File: config.mk
export PLATFORM = sky130hd
export DESIGN_NAME = apsp_arc_mem
export DESIGN_NICKNAME = d
export VERILOG_FILES = /design/src/rtl/apsp_pkg.sv /design/src/rtl/apsp_arc_mem.sv
export SDC_FILE = /design/constraint.sdc
export NUM_CORES = 2
export LEC_CHECK = 0
export BUFFER_PORTS_ARGS = -buffer_cell sky130_fd_sc_hd__buf_4
export CAP_MARGIN = 20
export CORE_AREA = 2 2 609 762
export DETAILED_ROUTE_END_ITERATION = 8
export DIE_AREA = 0 0 611 764
export MAX_ROUTING_LAYER = met4
export SYNTH_ARGS = -nofsm -noshare
export SYNTH_HDL_FRONTEND = slang
export SYNTH_SLANG_ARGS = --single-unit
File: constraint.sdc
create_clock -name clk_i -period 3.2 [get_ports clk_i]
set_input_delay 0.32 -clock clk_i [delete_from_list [all_inputs] [get_ports clk_i]]
set_output_delay 0.32 -clock clk_i [all_outputs]
set_load 0.005 [all_outputs]
File: src/rtl/apsp_pkg.sv
// Shared types, constants and memory request structures for the shortest path engine.
`default_nettype none

package apsp_pkg;

  localparam int MAX_NODES   = 16;
  localparam int MAX_RESULTS = 16;
  localparam int NODE_W      = $clog2(MAX_NODES);
  localparam int CNT_W       = $clog2(MAX_NODES + 1);
  localparam int RES_IDX_W   = $clog2(MAX_RESULTS);
  localparam int ADDR_W      = 2 * NODE_W;
  localparam int NUM_ENTRIES = MAX_NODES * MAX_NODES;
  localparam int FUNC_W      = 2;
  localparam int WEIGHT_W    = 16;
  localparam int DIST_W      = 20;

  localparam logic [DIST_W-1:0] DIST_MAX = '1;

  typedef logic [NODE_W-1:0] node_t;
  typedef logic [ADDR_W-1:0] addr_t;

  typedef enum logic [FUNC_W-1:0] {
    FUNC_CLEAR = 2'd0,
    FUNC_LOAD  = 2'd1,
    FUNC_QUERY = 2'd2
  } func_e;

  typedef enum logic [2:0] {
    ST_IDLE,
    ST_INIT,
    ST_ROW,
    ST_RELAX,
    ST_WALK_START,
    ST_WALK_HOP,
    ST_WALK_DIST,
    ST_EMIT
  } state_e;

  // A distance with its infinity mark on top, so that a plain compare orders it.
  typedef struct packed {
    logic              inf;
    logic [DIST_W-1:0] val;
  } dist_t;

  typedef struct packed {
    logic  none;
    node_t node;
  } hop_t;

  typedef struct packed {
    dist_t cost;
    hop_t  hop;
  } path_entry_t;

  typedef struct packed {
    logic                no_arc;
    logic [WEIGHT_W-1:0] weight;
  } arc_entry_t;

  typedef struct packed {
    logic                clr;
    logic                wr_en;
    addr_t               wr_addr;
    logic [WEIGHT_W-1:0] wr_weight;
    addr_t               rd_addr;
  } arc_req_t;

  typedef struct packed {
    logic        wr_en;
    addr_t       wr_addr;
    path_entry_t wr_data;
    addr_t       rd_a_addr;
    addr_t       rd_b_addr;
  } path_req_t;

endpackage

`default_nettype wire

File: src/rtl/apsp_arc_mem.sv
// Adjacency matrix memory with per-entry valid bits standing in for the reset contents.
`default_nettype none

module apsp_arc_mem (
  input  logic                 clk_i,
  input  logic                 rst_ni,
  input  apsp_pkg::arc_req_t   req_i,
  output apsp_pkg::arc_entry_t rd_o
);
  import apsp_pkg::*;

  logic [WEIGHT_W-1:0]    mem [NUM_ENTRIES];
  logic [NUM_ENTRIES-1:0] valid_q;
  logic [WEIGHT_W-1:0]    rd_weight_q;
  logic                   rd_valid_q;
  logic                   rd_diag_q;

  always_ff @(posedge clk_i) begin
    if (req_i.wr_en) begin
      mem[req_i.wr_addr] <= req_i.wr_weight;
    end
    rd_weight_q <= mem[req_i.rd_addr];
  end

  // Clearing only drops the valid bits: an invalid entry reads as zero on the
  // diagonal and as no arc elsewhere.
  always_ff @(posedge clk_i or negedge rst_ni) begin
    if (!rst_ni) begin
      valid_q    <= '0;
      rd_valid_q <= 1'b0;
      rd_diag_q  <= 1'b0;
    end else begin
      if (req_i.clr) begin
        valid_q <= '0;
      end else if (req_i.wr_en) begin
        valid_q[req_i.wr_addr] <= 1'b1;
      end
      rd_valid_q <= valid_q[req_i.rd_addr];
      rd_diag_q  <= (req_i.rd_addr[ADDR_W-1:NODE_W] == req_i.rd_addr[NODE_W-1:0]);
    end
  end

  assign rd_o.no_arc = !rd_valid_q && !rd_diag_q;
  assign rd_o.weight = rd_valid_q ? rd_weight_q : '0;

endmodule

`default_nettype wire

==> summary.md <==
| Metric | Value |
|---|---|
| Cell Pwr Density | 599 nW/um2 |
| I/O pins | 53 |
| Port bufs | 52 |
| FILL cells | 39.2k |
| Power share of the combinational group | 0.058 |
| Cell taking the most area after synthesis | edfxtp_1 |
| Layout cell share with drive strength beyond 1 | 0.287 |
| Switching Share | 0.220 |
| Largest net degree at the start of global routing | 109 |
| Placer Congestion | 1.01 |
| # nets final | 9473 |
| Startpoint types | flop |
| Worst Hold Class | input pin to flop |
| WS Path Type | flop to flop |
| Routed WL per cell | 31.4 um |
| Yosys reg bits | 4370 |
| Final Cycle Share | 0.968 |
| Pre-CTS WS | -579 ps |
| Max-cap violations | 0 |
| Area after DPL | 185000 um2 |
| FF-to-FF Start | mem[122][13]$_DFFE_PP_ |
| Clock power share | 0.417 |
| GRT overflow | 0 |
| Area growth syn-to-layout | 17.7% |
| Min cycle time layout | 3100 ps |
| CTS resizes | 0 |
| Static Leak | 65.6 nW |
| Top post-synthesis cells by count | 4096 x edfxtp_1, 840 x mux4_2, 779 x nor2_1 |
| Core area | 460000 um2 |
| Reg2reg setup slack | 100 ps |
| H-tree depth | 5 |
| Hold Crit Depth | 4 |
| Chip Width | 611 um |
| Sequential power share | 0.525 |
| Via count | 89.8k |
| First-pass GRT wire length | 697000 um |
| Achievable Freq | 0.323 GHz |
| Clk Latency, worst-skew pair | 1040 ps |
| Critical path peak fanout | 2 |
| Min-delay src | req_i[27] |
| Die area | 467000 um2 |
| Cell Int Power | 93.2 mW |
| Die Y-Extent | 764 um |
| Yosys warning total | 0 |
| Max-Slew Margin vs Limit | 0.121 |
| Synth top area cells | edfxtp_1 73%, mux4_2 11%, dfrtp_1 3.8% |
| Row Count | 279 |
| Sequential fraction of the synthesis area | 0.766 |
| Synth unique cells | 63 |
| Vias in the first global route | 90.7k |
| Fin Clk Skew | 89.1 ps |
| Number of DRC markers in iteration 0 | 10.8k |
| Clk buf depth | 4 |
| Area share of the largest cell type after synthesis | 0.726 |
| Post-Syn Area per Cell | 20.3 um2 |
| Slew Limit Fails | 0 |
| CTS tree | built |
| Initial antenna violation count | 27 |
| Root buffer cell | clkbuf_16 |
| CP Capture Type | flop |
| Crit path from | mem[122][13]$_DFFE_PP_ |
| Clk slew on worst S/H paths | 70 ps |
| Outcome | complete, no violations |
| CTS Hold Bufs | 25 |
| Final Worst Setup Slack | 103 ps |
| # setup viols final | 0 |
| Top FF cell, synth | edfxtp_1 |
| Final Cell Area | 199000 um2 |
| Arr. time, crit path | 4050 ps |
| Cell Area, Synth | 169000 um2 |
| NetSw | 26.3 mW |
| Post-Synthesis Cells | 8359 |
| Most common cell in the netlist | edfxtp_1 |
| Syn nets | 8395 |
| Starting Density | 0.368 |
| Reg2Reg Depth | 9 |
| Vias per cell | 5.67 |
| ANT nets after route | 0 |
| GRT Util Overall | 0.216 |
| Total CTS buffers | 411 |
| Number of flops mapped to enable cells by yosys | 4096 |
| # DRC | 0 |
| Fin. Hold Viols | 0 |
| # clock sinks | 4370 |
| Crit path required time | 4160 ps |
| 1st-pass router iterations | 6 |
| Setup bufs post-CTS | 0 |
| HPWL after DPL | 323000 um |
| Final WL | 497000 um |
| FFs w/ async S/R, synth | 0.0590 |
| Worst-margin pin slew | 1320 ps |
| Worst IR Drop VDD | 0.586 mV |
| RSZ-0062 raised after global routing | false |
## layer usage
layer  routed length (um)  GRT usage  vias up
met2               243000      0.348     4156
met4                28500      0.105        0
met5                    0          -        -
met3                38100     0.0337      966
met1               187000      0.266    48000
li1                     -          -    36700
## cell type report
cell class	count	area [um2]	area share
well taps	6041	7560	0.0379
multi-input cells	3475	36900	0.185
diodes	6	15.0	0.0000753
repair buffers	1175	11400	0.0573
clock buffers	539	11100	0.0557
inverters	4	25.0	0.000125
clock inverters	233	2620	0.0131
flip-flops and latches	4370	130000	0.651
## power groups by stage
stage               clock [mW]  sequential (mW)  combinational (mW)
floorplan                    0             63.9                3.05
global placement             0             63.9                6.75
detailed placement           0             64.0                6.87
CTS                       50.5             62.7                6.91
global route              52.5             62.7                7.18
finish                    49.8             62.7                6.92
## cell usage in the layout (no fill, tap or decap), drive strengths merged, types with 154 or more instances in the layout
cell type / Yosys / routed
nor2: 779 / 779
mux4: 867 / 867
dfrtp: 258 / 258
o22ai: 189 / 189
a21oi: 154 / 154
buf: 276 / 1149
mux2i: 485 / 485
edfxtp: 4096 / 4096
clkbuf: 231 / 539
clkinv: 0 / 154
nor3: 166 / 166
## through the flow
stage	instances	setup TNS, ps	hold WS (ps)	power (mW)	util
floorplan	8359	0	24.4	66.9	-
global placement	15000	-8600	319	70.7	0.403
detailed placement	15000	-5910	320	70.8	0.403
CTS	15800	0	42.3	120	0.433
global route	15800	0	142	122	0.433
finish	15800	0	137	119	0.433
## kinds of logic (layout without fill, tap and decap cells)
family                    after synthesis  after routing  share of synthesized area
xor gates and xnor gates                4              4                   0.000207
DFF                                  4370           4370                      0.766
buffers and inverters                 514           1951                     0.0185
and+or+nand+nor                      1188           1188                     0.0306
muxes                                1420           1420                      0.149
other                                   0              6                          0
AOI/OAI and AO/OA                     863            863                     0.0360
## path summary, 6_finish.rpt
kind	to
setup / recovery	rd_weight_q[13]$_DFF_P_
hold / removal	mem[144][9]$_DFFE_PP_
setup reg to reg	rd_weight_q[13]$_DFF_P_
hold reg to reg	valid_q[174]$_DFFE_PN0P_
max in group asynchronous	valid_q[36]$_DFFE_PN0P_
min in group asynchronous	valid_q[32]$_DFFE_PN0P_
## sequential cells by signal, indices dropped and copies added, names as in the netlist
| signal | flops |
|---|---|
| rd_diag_q | 1 |
| mem | 4096 |
| rd_weight_q | 16 |
| valid_q | 256 |
| rd_valid_q | 1 |
## worst max-delay path: stages, from the launching register on
cell and delay, ps:
edfxtp_1 330, mux2_2 150, a221oi_1 70, buf_4 180, nor3b_1 150, a2111oi_1 780, buf_4 260, nand4_1 100
or4b_1 760, nor3_1 250
(Power assumes the default switching activity.)
