==> src/rtl/apsp_pkg.sv <==
// Shared types, constants and memory request structures for the shortest path engine.
`default_nettype none

package apsp_pkg;

  localparam int MAX_NODES   = 16;
  localparam int MAX_RESULTS = 16;
  localparam int NODE_W      = $clog2(MAX_NODES);
  localparam int CNT_W       = $clog2(MAX_NODES + 1);
  localparam int RES_IDX_W   = $clog2(MAX_RESULTS);
  localparam int ADDR_W      = 2 * NODE_W;
  localparam int NUM_ENTRIES = MAX_NODES * MAX_NODES;
  localparam int FUNC_W      = 2;
  localparam int WEIGHT_W    = 16;
  localparam int DIST_W      = 20;

  localparam logic [DIST_W-1:0] DIST_MAX = '1;

  typedef logic [NODE_W-1:0] node_t;
  typedef logic [ADDR_W-1:0] addr_t;

  typedef enum logic [FUNC_W-1:0] {
    FUNC_CLEAR = 2'd0,
    FUNC_LOAD  = 2'd1,
    FUNC_QUERY = 2'd2
  } func_e;

  typedef enum logic [2:0] {
    ST_IDLE,
    ST_INIT,
    ST_ROW,
    ST_RELAX,
    ST_WALK_START,
    ST_WALK_HOP,
    ST_WALK_DIST,
    ST_EMIT
  } state_e;

  // A distance with its infinity mark on top, so that a plain compare orders it.
  typedef struct packed {
    logic              inf;
    logic [DIST_W-1:0] val;
  } dist_t;

  typedef struct packed {
    logic  none;
    node_t node;
  } hop_t;

  typedef struct packed {
    dist_t cost;
    hop_t  hop;
  } path_entry_t;

  typedef struct packed {
    logic                no_arc;
    logic [WEIGHT_W-1:0] weight;
  } arc_entry_t;

  typedef struct packed {
    logic                clr;
    logic                wr_en;
    addr_t               wr_addr;
    logic [WEIGHT_W-1:0] wr_weight;
    addr_t               rd_addr;
  } arc_req_t;

  typedef struct packed {
    logic        wr_en;
    addr_t       wr_addr;
    path_entry_t wr_data;
    addr_t       rd_a_addr;
    addr_t       rd_b_addr;
  } path_req_t;

endpackage

`default_nettype wire

==> src/rtl/apsp_ctrl.sv <==
// Sequencer: matrix set-up, relaxation sweep, path walk and result emission.
`default_nettype none

module apsp_ctrl (
  input  logic                            clk_i,
  input  logic                            rst_ni,
  input  logic [apsp_pkg::CNT_W-1:0]      n_i,
  input  logic                            in_valid_i,
  output logic                            in_ready_o,
  input  logic [apsp_pkg::FUNC_W-1:0]     func_i,
  input  apsp_pkg::node_t                 from_node_i,
  input  apsp_pkg::node_t                 to_node_i,
  input  logic [apsp_pkg::WEIGHT_W-1:0]   arc_weight_i,
  output apsp_pkg::arc_req_t              arc_req_o,
  input  apsp_pkg::arc_entry_t            arc_rd_i,
  output apsp_pkg::path_req_t             path_req_o,
  input  apsp_pkg::path_entry_t           path_rd_a_i,
  input  apsp_pkg::path_entry_t           path_rd_b_i,
  output logic                            out_valid_o,
  input  logic                            out_ready_i,
  output apsp_pkg::node_t                 path_node_o,
  output logic [apsp_pkg::DIST_W-1:0]     total_distance_o,
  output logic                            found_o,
  output logic                            last_o
);
  import apsp_pkg::*;

  function automatic logic [DIST_W-1:0] sat_add(input logic [DIST_W-1:0] a,
                                                input logic [DIST_W-1:0] b);
    logic [DIST_W:0] s;
    s = {1'b0, a} + {1'b0, b};
    return s[DIST_W] ? DIST_MAX : s[DIST_W-1:0];
  endfunction

  state_e state_q, state_d;

  node_t i_q, j_q, k_q;
  node_t cur_q, dst_q, nx_q;
  addr_t pend_addr_q;
  logic  init_pend_q, rlx_pend_q, row_first_q;
  logic  first_q, nf_q;
  logic [CNT_W-1:0]     hops_q, count_q;
  logic [RES_IDX_W-1:0] emit_q;
  logic [DIST_W-1:0]    total_q;
  dist_t dik_q;
  hop_t  hik_q;
  node_t path_buf_q [MAX_RESULTS];

  logic              out_valid_q;
  node_t             out_node_q;
  logic [DIST_W-1:0] out_total_q;
  logic              out_found_q;
  logic              out_last_q;

  node_t             n_last;
  logic              i_last, j_last, k_last;
  logic              query_acc, in_range;
  hop_t              hop_rd;
  logic              nf_hit, walk_stop;
  dist_t             dkj;
  logic [DIST_W:0]   dij;
  logic [DIST_W-1:0] relax_sum;
  logic              improve;
  logic              emit_load, emit_last;

  assign n_last    = NODE_W'(n_i - 1'b1);
  assign i_last    = (i_q == n_last);
  assign j_last    = (j_q == n_last);
  assign k_last    = (k_q == n_last);
  assign in_range  = ({1'b0, from_node_i} < n_i) && ({1'b0, to_node_i} < n_i);
  assign query_acc = (state_q == ST_IDLE) && in_valid_i && (func_i == FUNC_QUERY);

  // Walk: the next hop towards the target comes straight off read port A.
  assign hop_rd    = path_rd_a_i.hop;
  assign nf_hit    = first_q && hop_rd.none;
  assign walk_stop = nf_hit || (cur_q == dst_q) || (hops_q == n_i) || hop_rd.none ||
                     ({1'b0, hop_rd.node} >= n_i);

  // Relaxation of the entry read in the previous cycle.
  assign dkj       = path_rd_b_i.cost;
  assign dij       = path_rd_a_i.cost;
  assign relax_sum = sat_add(dik_q.val, dkj.val);
  assign improve   = rlx_pend_q && !dik_q.inf && !dkj.inf && (dij > {1'b0, relax_sum});

  assign emit_load = (state_q == ST_EMIT) && (!out_valid_q || out_ready_i);
  assign emit_last = nf_q || (emit_q == RES_IDX_W'(count_q - 1'b1));

  always_comb begin
    state_d = state_q;
    case (state_q)
      ST_IDLE: begin
        if (query_acc) begin
          state_d = in_range ? ST_INIT : ST_EMIT;
        end
      end
      ST_INIT: begin
        if (i_last && j_last) begin
          state_d = ST_ROW;
        end
      end
      ST_ROW: begin
        state_d = ST_RELAX;
      end
      ST_RELAX: begin
        if (j_last) begin
          state_d = (i_last && k_last) ? ST_WALK_START : ST_ROW;
        end
      end
      ST_WALK_START: begin
        state_d = ST_WALK_HOP;
      end
      ST_WALK_HOP: begin
        state_d = walk_stop ? ST_EMIT : ST_WALK_DIST;
      end
      ST_WALK_DIST: begin
        state_d = ST_WALK_HOP;
      end
      ST_EMIT: begin
        if (emit_load && emit_last) begin
          state_d = ST_IDLE;
        end
      end
      default: begin
        state_d = ST_IDLE;
      end
    endcase
  end

  always_comb begin
    in_ready_o = (state_q == ST_IDLE);

    arc_req_o.clr       = (state_q == ST_IDLE) && in_valid_i && (func_i == FUNC_CLEAR);
    arc_req_o.wr_en     = (state_q == ST_IDLE) && in_valid_i && (func_i == FUNC_LOAD);
    arc_req_o.wr_addr   = {from_node_i, to_node_i};
    arc_req_o.wr_weight = arc_weight_i;
    arc_req_o.rd_addr   = {i_q, j_q};

    path_req_o.wr_en   = 1'b0;
    path_req_o.wr_addr = pend_addr_q;
    path_req_o.wr_data = '{cost: '{inf: 1'b0, val: relax_sum}, hop: hik_q};
    if (init_pend_q) begin
      path_req_o.wr_en = 1'b1;
      if (arc_rd_i.no_arc) begin
        path_req_o.wr_data = '{cost: '{inf: 1'b1, val: '0}, hop: '{none: 1'b1, node: '0}};
      end else begin
        path_req_o.wr_data = '{cost: '{inf: 1'b0, val: DIST_W'(arc_rd_i.weight)},
                               hop:  '{none: 1'b0, node: pend_addr_q[NODE_W-1:0]}};
      end
    end else if (improve) begin
      path_req_o.wr_en = 1'b1;
    end

    path_req_o.rd_b_addr = {k_q, j_q};
    case (state_q)
      ST_ROW:        path_req_o.rd_a_addr = {i_q, k_q};
      ST_RELAX:      path_req_o.rd_a_addr = {i_q, j_q};
      ST_WALK_HOP:   path_req_o.rd_a_addr = {cur_q, hop_rd.node};
      ST_WALK_DIST:  path_req_o.rd_a_addr = {nx_q, dst_q};
      default:       path_req_o.rd_a_addr = {cur_q, dst_q};
    endcase
  end

  always_ff @(posedge clk_i or negedge rst_ni) begin
    if (!rst_ni) begin
      state_q     <= ST_IDLE;
      init_pend_q <= 1'b0;
      rlx_pend_q  <= 1'b0;
      row_first_q <= 1'b0;
      out_valid_q <= 1'b0;
      i_q         <= '0;
      j_q         <= '0;
      k_q         <= '0;
      first_q     <= 1'b0;
      nf_q        <= 1'b0;
      count_q     <= '0;
      hops_q      <= '0;
      emit_q      <= '0;
    end else begin
      state_q     <= state_d;
      init_pend_q <= (state_q == ST_INIT);
      rlx_pend_q  <= (state_q == ST_RELAX);
      row_first_q <= (state_q == ST_ROW);
      if (emit_load) begin
        out_valid_q <= 1'b1;
      end else if (out_ready_i) begin
        out_valid_q <= 1'b0;
      end
      case (state_q)
        ST_IDLE: begin
          if (query_acc) begin
            i_q     <= '0;
            j_q     <= '0;
            k_q     <= '0;
            nf_q    <= !in_range;
            first_q <= 1'b1;
            count_q <= CNT_W'(1);
            hops_q  <= '0;
            emit_q  <= '0;
          end
        end
        ST_INIT: begin
          if (j_last) begin
            j_q <= '0;
            i_q <= i_last ? '0 : i_q + 1'b1;
          end else begin
            j_q <= j_q + 1'b1;
          end
        end
        ST_RELAX: begin
          if (j_last) begin
            j_q <= '0;
            if (i_last) begin
              i_q <= '0;
              k_q <= k_q + 1'b1;
            end else begin
              i_q <= i_q + 1'b1;
            end
          end else begin
            j_q <= j_q + 1'b1;
          end
        end
        ST_WALK_HOP: begin
          first_q <= 1'b0;
          if (nf_hit) begin
            nf_q <= 1'b1;
          end
        end
        ST_WALK_DIST: begin
          if (count_q < CNT_W'(MAX_RESULTS)) begin
            count_q <= count_q + 1'b1;
          end
          hops_q <= hops_q + 1'b1;
        end
        ST_EMIT: begin
          if (emit_load && !emit_last) begin
            emit_q <= emit_q + 1'b1;
          end
        end
        default: begin
        end
      endcase
    end
  end

  always_ff @(posedge clk_i) begin
    pend_addr_q <= {i_q, j_q};
    case (state_q)
      ST_IDLE: begin
        if (query_acc) begin
          cur_q         <= from_node_i;
          dst_q         <= to_node_i;
          total_q       <= '0;
          path_buf_q[0] <= from_node_i;
        end
      end
      ST_RELAX: begin
        // Row and column k do not change during pass k, so d[i][k] is held for the row.
        if (row_first_q) begin
          dik_q <= path_rd_a_i.cost;
          hik_q <= path_rd_a_i.hop;
        end
      end
      ST_WALK_HOP: begin
        nx_q <= hop_rd.node;
      end
      ST_WALK_DIST: begin
        if (!path_rd_a_i.cost.inf) begin
          total_q <= sat_add(total_q, path_rd_a_i.cost.val);
        end
        if (count_q < CNT_W'(MAX_RESULTS)) begin
          path_buf_q[count_q[RES_IDX_W-1:0]] <= nx_q;
        end
        cur_q <= nx_q;
      end
      ST_EMIT: begin
        if (emit_load) begin
          out_node_q  <= nf_q ? '0 : path_buf_q[emit_q];
          out_total_q <= nf_q ? '0 : total_q;
          out_found_q <= !nf_q;
          out_last_q  <= emit_last;
        end
      end
      default: begin
      end
    endcase
  end

  assign out_valid_o      = out_valid_q;
  assign path_node_o      = out_node_q;
  assign total_distance_o = out_total_q;
  assign found_o          = out_found_q;
  assign last_o           = out_last_q;

`ifndef SYNTH
  a_count_bound: assert property (@(posedge clk_i) disable iff (!rst_ni)
    count_q <= CNT_W'(MAX_RESULTS))
    else $error("path buffer count beyond its depth");

  a_emit_in_range: assert property (@(posedge clk_i) disable iff (!rst_ni)
    (state_q == ST_EMIT) && !nf_q |-> ({1'b0, emit_q} < count_q))
    else $error("emission index past the stored path");

  a_not_found_last: assert property (@(posedge clk_i) disable iff (!rst_ni)
    out_valid_q && !out_found_q |-> out_last_q)
    else $error("not-found result without last flag");

  a_hops_bound: assert property (@(posedge clk_i) disable iff (!rst_ni)
    (state_q == ST_WALK_HOP) || (state_q == ST_WALK_DIST) |-> (hops_q <= n_i))
    else $error("path walk exceeded the node count");
`endif

endmodule

`default_nettype wire

==> config.mk <==
export PLATFORM = sky130hd
export DESIGN_NAME = apsp_ctrl
export DESIGN_NICKNAME = d
export VERILOG_FILES = /design/src/rtl/apsp_pkg.sv /design/src/rtl/apsp_ctrl.sv
export SDC_FILE = /design/constraint.sdc
export NUM_CORES = 1
export LEC_CHECK = 0
export BUFFER_PORTS_ARGS = -buffer_cell sky130_fd_sc_hd__buf_2
export CORE_MARGIN = 8
export CORE_UTILIZATION = 30
export CTS_CLUSTER_SIZE = 40
export DETAILED_ROUTE_END_ITERATION = 7
export SETUP_SLACK_MARGIN = 0.02
export SYNTH_ARGS = -nofsm -noshare
export SYNTH_HDL_FRONTEND = slang
export SYNTH_SLANG_ARGS = --single-unit
==> constraint.sdc <==
create_clock -name clk_i -period 5.7 [get_ports clk_i]
set_input_delay 1.14 -clock clk_i [delete_from_list [all_inputs] [get_ports clk_i]]
set_output_delay 1.14 -clock clk_i [all_outputs]
set_load 0.02 [all_outputs]
==> out/qor.yml <==
fin_skew_ns: 0.0235
ff2ff_path_depth: 10
synth_top_family_by_area: "compound AO/OA/AOI/OAI gates"
yosys-top-cells-area: "edfxtp_1 40%, ha_1 8.9%, dfrtp_1 7.9%"
ir_drop_mv: 0.235
fin_area_um2: 13600
wl_um: 31100
hold_class: "reg2reg"
grt_start_max_net_pins: 36
ys_ff_latch: 191
netlist_instances: 969
synth-xor-area-share: 0.0564
synthesis.area_um2: 11000
synth-edff-count: 148
slew_viol_final: 0
ant_nets: 0
synthArstFlopShare: 0.183
period_share: 1.02
dp.cells: 1615
io_pins: 217
gp_congestion: 0.914
synth.mux.area_fraction: 0.0552
tns_ns: -0.241
grt_util_all_layers: 0.143
drt_iter0_drc: 491
cp-start-kind: "input port"
synth_compound_area_frac: 0.135
violations: "setup timing"
syn-num-nets: 1153
maxCapViolCount: 0
ys_seq_area_frac: 0.497
cp_data_arrival_time_ns: 4.69
synth-warning-count: 0
leakagePower_nw: 5.55
clock-sinks: 191
dieArea_um2: 43100
fillers: 3579
insertion_delay_ns: 0.45
path_clk_slew_ns: 0.07
dieWidth_um: 208
layout_setup_ws_ns: -0.130
rows: 70
path_class: "in2out"
antenna_found_initial: 0
ctsHoldBuffers: 0
wl_per_cell_um: 18.7
syn_to_final_growth_pct: 23.5
cts_inserted_buffers: 17
finalSetupViolCount: 2
drc_errors: 0
cp_max_fo: 6
yosysMostFrequentCell: "edfxtp_1"
total_power_mw: 5.08
synth_fa_ha_area_frac: 0.0922
synth-simple-area-share: 0.123
clk_path_buf_depth: 2
hold_violations: 0
root_buffer: "clkbuf_16"
drive_gt1_frac: 0.299
grt_first_pass_wirelength_um: 48700
powerDensity_nw_per_um2: 374
via_count: 8326
nets: 1369
yosysTopAreaCell: "edfxtp_1"
rsz0062_at_grt: "yes"
max_freq_ghz: 0.172
cts_max_level: 4
core_area_um2: 36400
fp.dieH_um: 208
status: "complete, but fails checks"
place_hpwl_um: 23500
cp.required_ns: 4.56
synth_top_cell_area_share: 0.403
synthFlopType: "edfxtp_1"
start_util: 0.303
final_util: 0.374
final_cells: 1666
tightest_slew_ns: 1.13
grt_overflow: 0
cts_tree: "built"
antenna_cells: 0
viasPerCell: 5.00
yosysUniqueCellTypes: 69
critical_path.endpoint_type: "output port"
post_dp_cell_area_um2: 12600
grt_pass1_vias: 8424
layout_min_cycle_time_ns: 5.83
relSlewSlack: 0.245
firstDrtPassIters: 5
whs_path_depth: 2
syn_avg_cell_area_um2: 11.4
port_buffers: 179
synth_commonest_cells: "148 x edfxtp_1, 78 x ha_1, 77 x nand2_1, 77 x nor2_1, 63 x a21oi_1"
-- where the power goes --
part	switching, mW	internal, mW	total (mW)
Sequential	0.283	1.75	2.04
Combinational	1.03	0.742	1.77
Clock	0.657	0.618	1.27
Total	1.97	3.11	5.08
-- registers in the layout (all words and copies together), names as in the netlist, 3 cells and up --
name,count
total_q,20
state_q,3
emit_q,4
dst_q,4
dik_q,21
nx_q,4
hik_q,5
pend_addr_q,8
count_q,5
k_q,4
hops_q,5
total_distance_o,20
i_q,4
j_q,4
path_node_o,4
cur_q,4
path_buf_q,64
-- final cells by class --
| cell class | instances | area, um2 | area share |
|---|---|---|---|
| clock inverter | 15 | 215 | 0.0158 |
| clock buffer | 17 | 425 | 0.0313 |
| inverter | 26 | 97.6 | 0.00717 |
| multi-input combinational | 690 | 5280 | 0.388 |
| tap | 468 | 586 | 0.0430 |
| sequential | 191 | 5480 | 0.403 |
| timing repair buffer | 259 | 1530 | 0.112 |
-- what timing repair did --
item | in CTS | in global routing
setup buffers | 17 | 3
gates resized for setup | 38 | 12
setup endpoints to repair | 1 | 2
pin swaps | 23 | 17
gates cloned | 0 | 0
-- layout by cell type, fill, tap and decap left out, types with 24 or more instances in the layout --
cell type  netlist  routed
a21o_1          30      30
a21oi_1         63      62
buf_2            4     176
buf_4           28      76
dfrtp_1         35      35
edfxtp_1       148     148
ha_1            78      72
inv_1           25      24
nand2_1         77      77
nor2_1          77      65
nor2b_1         28      28
o21ai_0         48      44
xnor2_1         35      35
xor2_1          29      29
-- layer usage --
layer  global-route usage  wire [um]  vias up
met3               0.0311       1750       37
li1                     -          -     4032
met2                0.240      15000      270
met4               0.0394        536        0
met5                    0          0        -
met1                0.185      13900     3987
-- stage by stage --
stage / setup slack [ns] / hold WS, ns
CTS: -0.200 / 0.516
floorplan: 0.0205 / 0.467
global route: -0.278 / 0.553
finish: -0.130 / 0.509
global placement: -0.451 / 0.481
detailed placement: -0.504 / 0.500
-- final timing paths --
check	startpoint	endpoint	slack, ns
setup / recovery	path_rd_b_i[5]	path_req_o[50]	-0.13
hold / removal	first_q	first_q	0.51
setup reg to reg	total_q[0]	total_q[6]	2.40
hold reg to reg	first_q	first_q	0.51
max in group asynchronous	rst_ni	init_pend_q	4.38
min in group asynchronous	rst_ni	count_q[0]	0.78
-- worst max-delay path, stage by stage --
cell and delay, ns:
buf_6 0.10, ha_4 0.15, fa_2 0.35, a211o_1 0.33
a21o_1 0.19, and2_4 0.15, a21o_1 0.17, a311o_2 0.47
buf_6 0.18, buf_4 0.14, inv_2 0.05, and2_4 0.14
ha_4 0.20, buf_4 0.12, nand4b_1 0.10, nor4_1 0.06
nand2_1 0.08, nand3_2 0.07, a221oi_2 0.30, buf_4 0.21
-- cells by family after synthesis --
group	Yosys count
AND/OR/NAND/NOR	281
AO/OA/AOI/OAI	227
flip-flops	191
buffers and inverters	88
adder cells (fa/ha/maj)	80
XOR/XNOR	67
multiplexers	35
Note: power is estimated with default switching activity, not from simulation.
